**config.mk**
```make
export PLATFORM = sky130hd
export DESIGN_NAME = fsc_plane_gen
export DESIGN_NICKNAME = d
export VERILOG_FILES = /design/src/hdl/assert_macros.svh /design/src/hdl/fsc_pkg.sv /design/src/hdl/fsc_plane_gen.sv
export SDC_FILE = /design/constraint.sdc
export NUM_CORES = 2
export LEC_CHECK = 0
export ABC_AREA = 1
export ABC_CLOCK_PERIOD_IN_PS = 11250
export BUFFER_PORTS_ARGS = -buffer_cell sky130_fd_sc_hd__buf_2
export CAP_MARGIN = 20
export CELL_PAD_IN_SITES_DETAIL_PLACEMENT = 0
export CELL_PAD_IN_SITES_GLOBAL_PLACEMENT = 1
export CORE_MARGIN = 3
export CORE_UTILIZATION = 40
export DETAILED_ROUTE_END_ITERATION = 7
export PLACE_DENSITY = 0.76
export REMOVE_ABC_BUFFERS = 1
export SLEW_MARGIN = 20
export SYNTH_ARGS = -nofsm -noshare
export SYNTH_HDL_FRONTEND = slang
export SYNTH_SLANG_ARGS = --single-unit
```
**constraint.sdc**
```tcl
create_clock -name clk -period 11.25 [get_ports clk]
set_clock_uncertainty 0.1 [all_clocks]
set_input_delay 0.5625 -clock clk [delete_from_list [all_inputs] [get_ports clk]]
set_output_delay 0.5625 -clock clk [all_outputs]
set_load 0.03 [all_outputs]
```
**src/hdl/assert_macros.svh**
```systemverilog
// assertion helpers for the rtl
// each check is clocked and held off while reset is asserted
`ifndef ASSERT_MACROS_SVH
`define ASSERT_MACROS_SVH
`ifndef SYNTHESIS
`define FSC_ASSERT(lbl, clk, rstn, prop, msg) \
    lbl: assert property (@(posedge clk) disable iff (!(rstn)) (prop)) else $error(msg);
`define FSC_ASSERT_NEXT(lbl, clk, rstn, ante, cons, msg) \
    lbl: assert property (@(posedge clk) disable iff (!(rstn)) (ante) |=> (cons)) \
        else $error(msg);
`else
`define FSC_ASSERT(lbl, clk, rstn, prop, msg)
`define FSC_ASSERT_NEXT(lbl, clk, rstn, ante, cons, msg)
`endif
`endif

```
**src/hdl/fsc_pkg.sv**
```systemverilog
// ----------------------------------------------------------------------------
// fsc_pkg
// shared constants, types and the plane generator state for the sphere culler
// ----------------------------------------------------------------------------
package fsc_pkg;

    localparam int COORD_WIDTH      = 24;
    localparam int NORMAL_FRAC_BITS = 14;
    localparam int RADIUS_WIDTH     = 23;
    localparam int PLANE_COUNT      = 6;
    localparam int PLANE_IDX_W      = 3;
    localparam int ROW_COUNT        = 4;
    localparam int ROW_W            = 64;
    localparam int ENTRY_W          = 16;
    localparam int ENTRY_FRAC_BITS  = 8;
    localparam int ROW_SEL_W        = 2;
    localparam int PADDR_W          = 5;

    localparam int TERM_W   = ENTRY_W + 1;
    localparam int SQ_W     = 2 * TERM_W;
    localparam int SUMSQ_W  = SQ_W + 2;
    localparam int ROOT_W   = SUMSQ_W / 2;
    localparam int SQREM_W  = ROOT_W + 3;
    localparam int DIVN_W   = TERM_W + NORMAL_FRAC_BITS + 2;
    localparam int DIVR_W   = ROOT_W + 1;
    localparam int COEF_W   = NORMAL_FRAC_BITS + 18;
    localparam int PROD_W   = COEF_W + COORD_WIDTH;
    localparam int DOT_W    = PROD_W + 2;
    localparam int STEP_W   = $clog2(DIVN_W);

    localparam logic [PLANE_IDX_W-1:0] PLANE_NONE = PLANE_IDX_W'(PLANE_COUNT);
    localparam logic [PLANE_IDX_W-1:0] PLANE_LAST = PLANE_IDX_W'(PLANE_COUNT - 1);

    localparam logic [ROW_W-1:0] ROW0_RESET = 64'h0000_0000_0000_0100;
    localparam logic [ROW_W-1:0] ROW1_RESET = 64'h0000_0000_0100_0000;
    localparam logic [ROW_W-1:0] ROW2_RESET = 64'h0000_0100_0000_0000;
    localparam logic [ROW_W-1:0] ROW3_RESET = 64'h0100_0000_0000_0000;

    // coefficient slots within a plane
    localparam logic [1:0] COMP_X = 2'd0;
    localparam logic [1:0] COMP_Y = 2'd1;
    localparam logic [1:0] COMP_Z = 2'd2;
    localparam logic [1:0] COMP_D = 2'd3;

    typedef struct packed {
        logic signed [COEF_W-1:0] nx;
        logic signed [COEF_W-1:0] ny;
        logic signed [COEF_W-1:0] nz;
        logic signed [COEF_W-1:0] nd;
    } plane_t;

    typedef plane_t [PLANE_COUNT-1:0] plane_set_t;

    typedef logic [ROW_COUNT-1:0][ROW_W-1:0] matrix_t;

    typedef enum logic [2:0] {
        PG_TERMS,
        PG_SQUARE,
        PG_SQRT,
        PG_DIVIDE,
        PG_DONE
    } plane_gen_state_t;

endpackage

```
**src/hdl/fsc_plane_gen.sv**
```systemverilog
// ----------------------------------------------------------------------------
// fsc_plane_gen
// derives the six normalized clip planes from the matrix rows, using one
// squarer, a bit-serial square root and a bit-serial divider
// ----------------------------------------------------------------------------
module fsc_plane_gen (
    input  logic                clk,
    input  logic                rst_n,
    input  logic                restart,
    input  fsc_pkg::matrix_t    rows,
    output fsc_pkg::plane_set_t planes,
    output logic                planes_ready
);

    fsc_pkg::plane_gen_state_t st_reg, st_next;

    logic [fsc_pkg::PLANE_IDX_W-1:0]        plane_reg, plane_next;
    logic [1:0]                             comp_reg, comp_next;
    logic [fsc_pkg::STEP_W-1:0]             step_reg, step_next;
    logic signed [fsc_pkg::TERM_W-1:0]      term_reg [4];
    logic signed [fsc_pkg::TERM_W-1:0]      term_calc [4];
    logic                                   term_load;
    logic [fsc_pkg::SUMSQ_W-1:0]            sumsq_reg, sumsq_next;
    logic [fsc_pkg::SQREM_W-1:0]            sqrem_reg, sqrem_next;
    logic [fsc_pkg::ROOT_W-1:0]             root_reg, root_next;
    logic [fsc_pkg::ROOT_W-1:0]             len_reg, len_next;
    logic [fsc_pkg::DIVN_W-1:0]             divn_reg, divn_next;
    logic [fsc_pkg::DIVR_W-1:0]             divr_reg, divr_next;
    fsc_pkg::plane_set_t                    planes_reg, planes_next;
    logic                                   ready_reg, ready_next;

    logic [fsc_pkg::ROW_SEL_W-1:0]          src_row;
    logic signed [fsc_pkg::TERM_W-1:0]      e3, es;
    logic signed [fsc_pkg::SQ_W-1:0]        sq;
    logic [fsc_pkg::SQREM_W-1:0]            sq_sh, sq_trial;
    logic [fsc_pkg::DIVR_W:0]               dv_sh, dv_div;
    logic                                   qbit;
    logic signed [fsc_pkg::TERM_W-1:0]      div_term;
    logic [fsc_pkg::TERM_W-1:0]             div_mag;
    logic [1:0]                             div_comp;
    logic [fsc_pkg::ROOT_W-1:0]             div_len;
    logic signed [fsc_pkg::COEF_W-1:0]      coef;

    // raw plane terms: row 3 plus or minus the selected row
    always_comb
    begin
        src_row = plane_reg[fsc_pkg::PLANE_IDX_W-1:1];
        for (int c = 0; c < 4; c++)
        begin
            e3 = fsc_pkg::TERM_W'($signed(rows[3][c*fsc_pkg::ENTRY_W +: fsc_pkg::ENTRY_W]));
            es = fsc_pkg::TERM_W'($signed(rows[src_row][c*fsc_pkg::ENTRY_W +: fsc_pkg::ENTRY_W]));
            term_calc[c] = plane_reg[0] ? (e3 - es) : (e3 + es);
        end
    end

    assign sq      = term_reg[comp_reg] * term_reg[comp_reg];
    assign sq_sh   = {sqrem_reg[fsc_pkg::SQREM_W-3:0],
                      sumsq_reg[fsc_pkg::SUMSQ_W-1 -: 2]};
    assign sq_trial = fsc_pkg::SQREM_W'({root_reg, 2'b01});

    assign dv_sh  = {divr_reg, divn_reg[fsc_pkg::DIVN_W-1]};
    assign dv_div = {1'b0, len_reg, 1'b0};
    assign qbit   = (dv_sh >= dv_div);

    always_comb
    begin
        st_next     = st_reg;
        plane_next  = plane_reg;
        comp_next   = comp_reg;
        step_next   = step_reg;
        sumsq_next  = sumsq_reg;
        sqrem_next  = sqrem_reg;
        root_next   = root_reg;
        len_next    = len_reg;
        divn_next   = divn_reg;
        divr_next   = divr_reg;
        planes_next = planes_reg;
        ready_next  = ready_reg;
        term_load   = 1'b0;
        div_comp    = comp_reg;
        div_len     = len_reg;
        coef        = '0;
        div_term    = '0;
        div_mag     = '0;

        unique case (st_reg)
            fsc_pkg::PG_TERMS:
            begin
                term_load  = 1'b1;
                sumsq_next = '0;
                comp_next  = fsc_pkg::COMP_X;
                st_next    = fsc_pkg::PG_SQUARE;
            end
            fsc_pkg::PG_SQUARE:
            begin
                sumsq_next = sumsq_reg + fsc_pkg::SUMSQ_W'(unsigned'(sq));
                comp_next  = comp_reg + 2'd1;
                if (comp_reg == fsc_pkg::COMP_Z)
                begin
                    step_next  = '0;
                    sqrem_next = '0;
                    root_next  = '0;
                    st_next    = fsc_pkg::PG_SQRT;
                end
            end
            fsc_pkg::PG_SQRT:
            begin
                sumsq_next = sumsq_reg << 2;
                if (sq_sh >= sq_trial)
                begin
                    sqrem_next = sq_sh - sq_trial;
                    root_next  = {root_reg[fsc_pkg::ROOT_W-2:0], 1'b1};
                end
                else
                begin
                    sqrem_next = sq_sh;
                    root_next  = {root_reg[fsc_pkg::ROOT_W-2:0], 1'b0};
                end
                step_next = step_reg + 1'b1;
                if (step_reg == fsc_pkg::STEP_W'(fsc_pkg::ROOT_W - 1))
                begin
                    len_next = root_next;
                    if (root_next == '0)
                    begin
                        // degenerate normal: zero normal, length taken as one
                        planes_next[plane_reg].nx = '0;
                        planes_next[plane_reg].ny = '0;
                        planes_next[plane_reg].nz = '0;
                        planes_next[plane_reg].nd =
                            fsc_pkg::COEF_W'(term_reg[3])
                            <<< (fsc_pkg::NORMAL_FRAC_BITS - fsc_pkg::ENTRY_FRAC_BITS);
                        plane_next = plane_reg + 1'b1;
                        st_next    = (plane_reg == fsc_pkg::PLANE_LAST) ?
                                     fsc_pkg::PG_DONE : fsc_pkg::PG_TERMS;
                    end
                    else
                    begin
                        div_comp = fsc_pkg::COMP_X;
                        div_len  = root_next;
                        st_next  = fsc_pkg::PG_DIVIDE;
                    end
                end
            end
            fsc_pkg::PG_DIVIDE:
            begin
                divr_next = qbit ? fsc_pkg::DIVR_W'(dv_sh - dv_div)
                                 : fsc_pkg::DIVR_W'(dv_sh);
                divn_next = {divn_reg[fsc_pkg::DIVN_W-2:0], qbit};
                step_next = step_reg + 1'b1;
                if (step_reg == fsc_pkg::STEP_W'(fsc_pkg::DIVN_W - 1))
                begin
                    coef = term_reg[comp_reg][fsc_pkg::TERM_W-1] ?
                           -fsc_pkg::COEF_W'(divn_next) : fsc_pkg::COEF_W'(divn_next);
                    unique case (comp_reg)
                        fsc_pkg::COMP_X: planes_next[plane_reg].nx = coef;
                        fsc_pkg::COMP_Y: planes_next[plane_reg].ny = coef;
                        fsc_pkg::COMP_Z: planes_next[plane_reg].nz = coef;
                        default:         planes_next[plane_reg].nd = coef;
                    endcase
                    if (comp_reg == fsc_pkg::COMP_D)
                    begin
                        plane_next = plane_reg + 1'b1;
                        st_next    = (plane_reg == fsc_pkg::PLANE_LAST) ?
                                     fsc_pkg::PG_DONE : fsc_pkg::PG_TERMS;
                    end
                    else
                    begin
                        div_comp = comp_reg + 2'd1;
                    end
                end
            end
            default:
            begin
                ready_next = 1'b1;
            end
        endcase

        // load the divider for the next coefficient
        if (div_comp != comp_reg || (st_reg == fsc_pkg::PG_SQRT && st_next == fsc_pkg::PG_DIVIDE))
        begin
            div_term  = term_reg[div_comp];
            div_mag   = div_term[fsc_pkg::TERM_W-1] ? unsigned'(-div_term) : unsigned'(div_term);
            divn_next = fsc_pkg::DIVN_W'({div_mag, {fsc_pkg::NORMAL_FRAC_BITS{1'b0}}, 1'b0})
                        + fsc_pkg::DIVN_W'(div_len);
            divr_next = '0;
            step_next = '0;
            comp_next = div_comp;
        end

        if (restart)
        begin
            st_next    = fsc_pkg::PG_TERMS;
            plane_next = '0;
            ready_next = 1'b0;
        end
    end

    always_ff @(posedge clk or negedge rst_n)
    begin
        if (!rst_n)
        begin
            st_reg    <= fsc_pkg::PG_TERMS;
            plane_reg <= '0;
            comp_reg  <= '0;
            step_reg  <= '0;
            ready_reg <= 1'b0;
        end
        else
        begin
            st_reg    <= st_next;
            plane_reg <= plane_next;
            comp_reg  <= comp_next;
            step_reg  <= step_next;
            ready_reg <= ready_next;
        end
    end

    always_ff @(posedge clk)
    begin
        if (term_load)
        begin
            for (int c = 0; c < 4; c++)
            begin
                term_reg[c] <= term_calc[c];
            end
        end
        sumsq_reg  <= sumsq_next;
        sqrem_reg  <= sqrem_next;
        root_reg   <= root_next;
        len_reg    <= len_next;
        divn_reg   <= divn_next;
        divr_reg   <= divr_next;
        planes_reg <= planes_next;
    end

    assign planes       = planes_reg;
    assign planes_ready = ready_reg;

endmodule

```
---- Word-level counts from Yosys, hierarchy flattened ----
Memories as Yosys holds them, arrays and structs flattened.
Cells that the tools add are included.
operators by class
  add/subtract/negate cells ............... 17
  multipliers ............................. 1
  order comparisons ....................... 5
  eq/ne operators ......................... 21
  multiplexer cells ....................... 72
  reduce and logical (&&, ||, !) cells .... 20
operators by type and width
  kind                                     count
  bitwise mux 768 bit                      8
  two-way mux 768 bit                      3
  one-hot mux 768 bit (3 select lines)     1
  demux 128 bit (select 3 bit)             4
  one-hot mux 768 bit (2 select lines)     1
  binary-select mux 64 bit (select 2 bit)  1
  two-way mux 128 bit                      1
  two-way mux 64 bit                       2
  one-hot mux 36 bit (3 select lines)      1
  two-way mux 96 bit                       1
  two-way mux 18 bit                       5
  two-way mux 17 bit                       5
  adder 16 x 16 -> 17 bit                  4
  subtractor 16 x 16 -> 17 bit             4
  two-way mux 33 bit                       2
  two-way mux 32 bit                       2
  two-way mux 19 bit                       3
  one-hot mux 19 bit (2 select lines)      1
  subtractor 19 bit                        2
  adder 36 x 34 -> 36 bit                  1
  two-way mux 3 bit                        12
  one-hot mux 18 bit (2 select lines)      1
  multiplier 17 x 17 -> 34 bit             1
  adder 32 x 18 -> 33 bit                  1
  other kinds (40)                         69
word-level totals
  flip-flop bits (word level) ............. 926
  bits in writable memories ............... 68
  bits of input ports ..................... 259
  output and inout bits ................... 769
  word-level logic and storage cells ...... 172
  memories ................................ 1
memory list
  name      words  bits a word  rd ports  clocked after Yosys merged registers in  write ports  line                 text
  term_reg  4      17           3         0                                        4            fsc_plane_gen.sv:20  logic signed [fsc_pkg::TERM_W-1:0] term_reg [4];

---- Depth between registers and ports, before layout ----
  word-level depth ........................ 12
  depth in mapped cells ................... 46
  depth with buffers taken out ............ 44

---- Worst setup path after synthesis ----
OpenSTA, ideal clock, no wires.
  kind .................................... register to register
  from .................................... register comp_reg[0]
  to ...................................... register sumsq_reg[35] (netlist name) (data pin)
  library setup time ...................... 0.258 ns
  arrival ................................. 8.615 ns
  required time ........................... 10.892 ns
  path slack .............................. 2.277 ns
  cell stages (with the launch flop) ...... 44
  buffers on the path ..................... 3
  clock period less this slack ............ 8.973 ns
  cells stage by stage .................... dfrtp_1 -> clkbuf_1 -> clkbuf_1 -> nand2_1 -> a32oi_1 -> inv_1 -> clkbuf_1 -> nor2_1 -> inv_1 -> fa_1 -> fa_1 -> inv_1 -> ha_1 -> inv_1 -> fa_1 -> fa_1 -> inv_1 -> fa_1 -> [8 not listed] -> o21bai_1 -> a31oi_1 -> o21ai_0 -> a21boi_0 -> o21ai_0 -> xor2_1 -> ha_1 -> nand2_1 -> nor4_1 -> a221oi_1 -> nand2_1 -> nand3_1 -> o211ai_1 -> nand2_1 -> a21oi_1 -> a21oi_1 -> o21ai_0 -> nand2_1
between the ends
  word-level cells in the longest chain between the ends .. 4
RTL lines
  what                                 line                  text
  start: declaration                   fsc_plane_gen.sv:18   logic [1:0] comp_reg, comp_next;
  start signal: assignment             fsc_plane_gen.sv:212  comp_reg <= comp_next;
  memory read (4 x 17 bit)             n/a
  multiplier 17 x 17 -> 34 bit         fsc_plane_gen.sv:56   assign sq = term_reg[comp_reg] * term_reg[comp_reg];
  adder 36 x 34 -> 36 bit              fsc_plane_gen.sv:96   sumsq_next = sumsq_reg + fsc_pkg::SUMSQ_W'(unsigned'(sq));
  one-hot mux 36 bit (3 select lines)  fsc_plane_gen.sv:86   unique case (st_reg)
  end signal: assignment               fsc_plane_gen.sv:227  sumsq_reg <= sumsq_next;
  end: declaration                     fsc_plane_gen.sv:23   logic [fsc_pkg::SUMSQ_W-1:0] sumsq_reg, sumsq_next;
No other way between the ends.
A chain may end at the register's enable or synchronous reset.

---- Worst setup path in the final report ----
  from .................................... register comp_reg[1]
  to ...................................... register sumsq_reg[35] (netlist name) (data pin)
The elaborated chain is that of the path after synthesis.

==> metrics.txt <==
CTS tree yes; count of cell types in the netlist 71; critical path's largest stage delay 660 ps; All-Layer GR Usage 32.6%; Post-synth ARST share roughly 1.5%; post-route DRC violation count 0; Clock Latency Late Sink 770 ps; DIE HEIGHT 422 um; crit start category flip-flop; fraction of layout cells with a size suffix above 1 18.4%; WL/cell 27.2 um; Synth Cell Area about 70000 um2; Routed Wire Length between 300000 and 400000 um; Synth Flop Type edfxtp_1; Die Width ~420 um; H-tree depth 3; Via density between 5 and 6; DR vias about 63000; TNS Setup 0 ps; most numerous cell on the critical path fa_1; Clock Path Buffers 3; GR Overflow Total 0; Crit. End Element flip-flop; CTS Buf Count 112; syn avg cell area 8.76 um2; Crit path required time approximately 12000 ps; core area about 170000 um2; Detailed Place HPWL 220000 um; sequential share of the synthesized area 42.8%; CP max FO 17; CTS clk-pin slew, worst paths about 70 ps; Tcrit/Tclk final 92.0%; clk sink count approximately 990; max-slew violation count 0; NumNets Final 9476; status complete, no violations; Starting Density 40.5%; Max-Cap Viols 0; setup violators final 0; Post-Syn Instances around 8000; Synth warnings 0; clock root cell clkbuf_16; DR iter-0 viols 7058; WHS 63.8 ps; die area roughly 180000 um2; Multi-input gate area 35500 um2; Placer Congestion between 0.9 and 1; Least-Margin Pin Slew 1300 ps; synth-to-layout area growth 16.5%; post-CTS setup buffer count 0; IO buf count slightly above 1000; Slowest-stage cell, CP dfrtp_1; CP arrival 10760 ps; Rel. slew slack 13.2%; Post-synth EDFFs 960; initial antenna violation count 10; Reg area 29600 um2; largest net degree at the start of global routing 218; Top Ports 1028; row count 151; crit path kind reg -> reg; first-pass GRT wire length 431000 um; Synth area leader edfxtp_1; DRT Pass-1 Iters 6; area share of the largest cell type after synthesis a little over two fifths; # fillers around 17000; DRT antenna net count 0; cell types occupying the most area after synthesis edfxtp_1, nand2_1, fa_1; vias in the first global route ~60000; Seq cells post-synth between 900 and 1000; minimum clock period 10350 ps; Hold/Removal Path Class in -> reg; RSZ-0062 raised after global routing false; number of hold violations in the final report 0; Largest register FFs around 770; fmax 0.0966 GHz
==> logic make-up (layout without fill, tap and decap cells) <==
family,after synthesis,count (layout),synth area share (%)
buf+inv,1152,2050,6.40
other cells,0,8,0
fa+ha+maj,514,514,12.3
mux,1,1,0.0163
xor+xnor,248,248,3.14
flops,994,994,42.8
compound gates,1965,1965,17.4
simple gates,3020,3020,17.9
==> synth_stat cells (88+ instances only) <==
cell,count
xor2_1,179
a21oi_1,712
clkbuf_1,401
ha_1,234
nand2_1,1675
nor2_1,855
o21a_1,88
or2_2,155
edfxtp_1,960
inv_1,650
o21ai_0,483
fa_1,280
a32oi_1,123
o211ai_1,229
nand3_1,190
==> repair_timing <==
| action | 4_1_cts | 5_1_grt |
|---|---|---|
| resized for setup | 0 | 2 |
| endpoints found under the setup margin | 0 | 1 |
| hold buffers | 1 | 0 |
| hold endpoints to repair | 15 | 0 |
==> final timing paths <==
path	from	end	slack, ps	cells past startpoint
worst max register to register	comp_reg[1]$_DFFE_PN0P_	sumsq_reg[35]$_SDFFCE_PN0P_	900	38
worst min-delay path	restart	planes_ready$_DFFE_PN0P_	60	2
min in group asynchronous	rst_n	planes_ready$_DFFE_PN0P_	200	2
worst min register to register	root_reg[7]$_SDFFCE_PN0P_	len_reg[8]$_DFFE_PP_	370	0
max in group asynchronous	rst_n	comp_reg[0]$_DFFE_PN0P_	10450	2
worst max-delay path	comp_reg[1]$_DFFE_PN0P_	sumsq_reg[35]$_SDFFCE_PN0P_	900	38
==> final cells by class <==
cell class	count	share of cell area [%]
Inverter	673	3.15
Clock buffer	134	3.58
Multi-Input combinational cell	5748	44.1
Tap cell	2295	3.56
Timing Repair Buffer	1174	7.85
Sequential cell	994	36.7
Clock inverter	69	0.991
Antenna cell	8	0.0249
==> worst max-delay path, delay by kind of cell, from the launching register on <==
family	cells	cell delay, ps
adders and majority gates	8	3770
and+or+nand+nor	8	1160
xor gates and xnor gates	1	170
buffers and inverters	6	1350
DFF	1	660
AOI/OAI and AO/OA	15	2890
==> routing by layer <==
| layer | vias up | GRT usage, % | share of wire, % |
|---|---|---|---|
| met5 | - | 0 | 0.011 |
| met4 | 6 | 17.8 | 6.2 |
| met3 | 537 | 7.28 | 9.3 |
| met2 | 3318 | 51.7 | 45 |
| met1 | 30700 | 41.4 | 39 |
| li1 | 28700 | - | - |
==> layout by cell type (no fill, tap or decap), types with 37 or more instances in the layout <==
master and instances:
o21a_1 88, or2_2 155, xnor2_1 67, buf_4 140
nand3_1 190, ha_1 231, a31oi_1 37, clkbuf_16 112
o21ai_0 480, nand2_1 1669, a21oi_1 704, fa_1 280
buf_2 1027, a22oi_1 48, a32oi_1 122, inv_1 645
o31a_1 37, nor2_1 845, edfxtp_1 960, xor2_1 169
o211ai_1 229
==> per-stage QoR <==
step,setup WS [ps],util [%],area [um2],instances
after floorplan,-7590,-,67200,7415
after global placement,777,45.0,76800,10900
after detailed placement,696,45.0,76800,10900
after CTS,670,47.2,80500,11100
after global routing,51.8,47.2,80500,11100
final,897,47.2,80500,11100
Power is not shown: default switching activity piles up to over one toggle a cycle in this logic, so the estimate is an artifact.
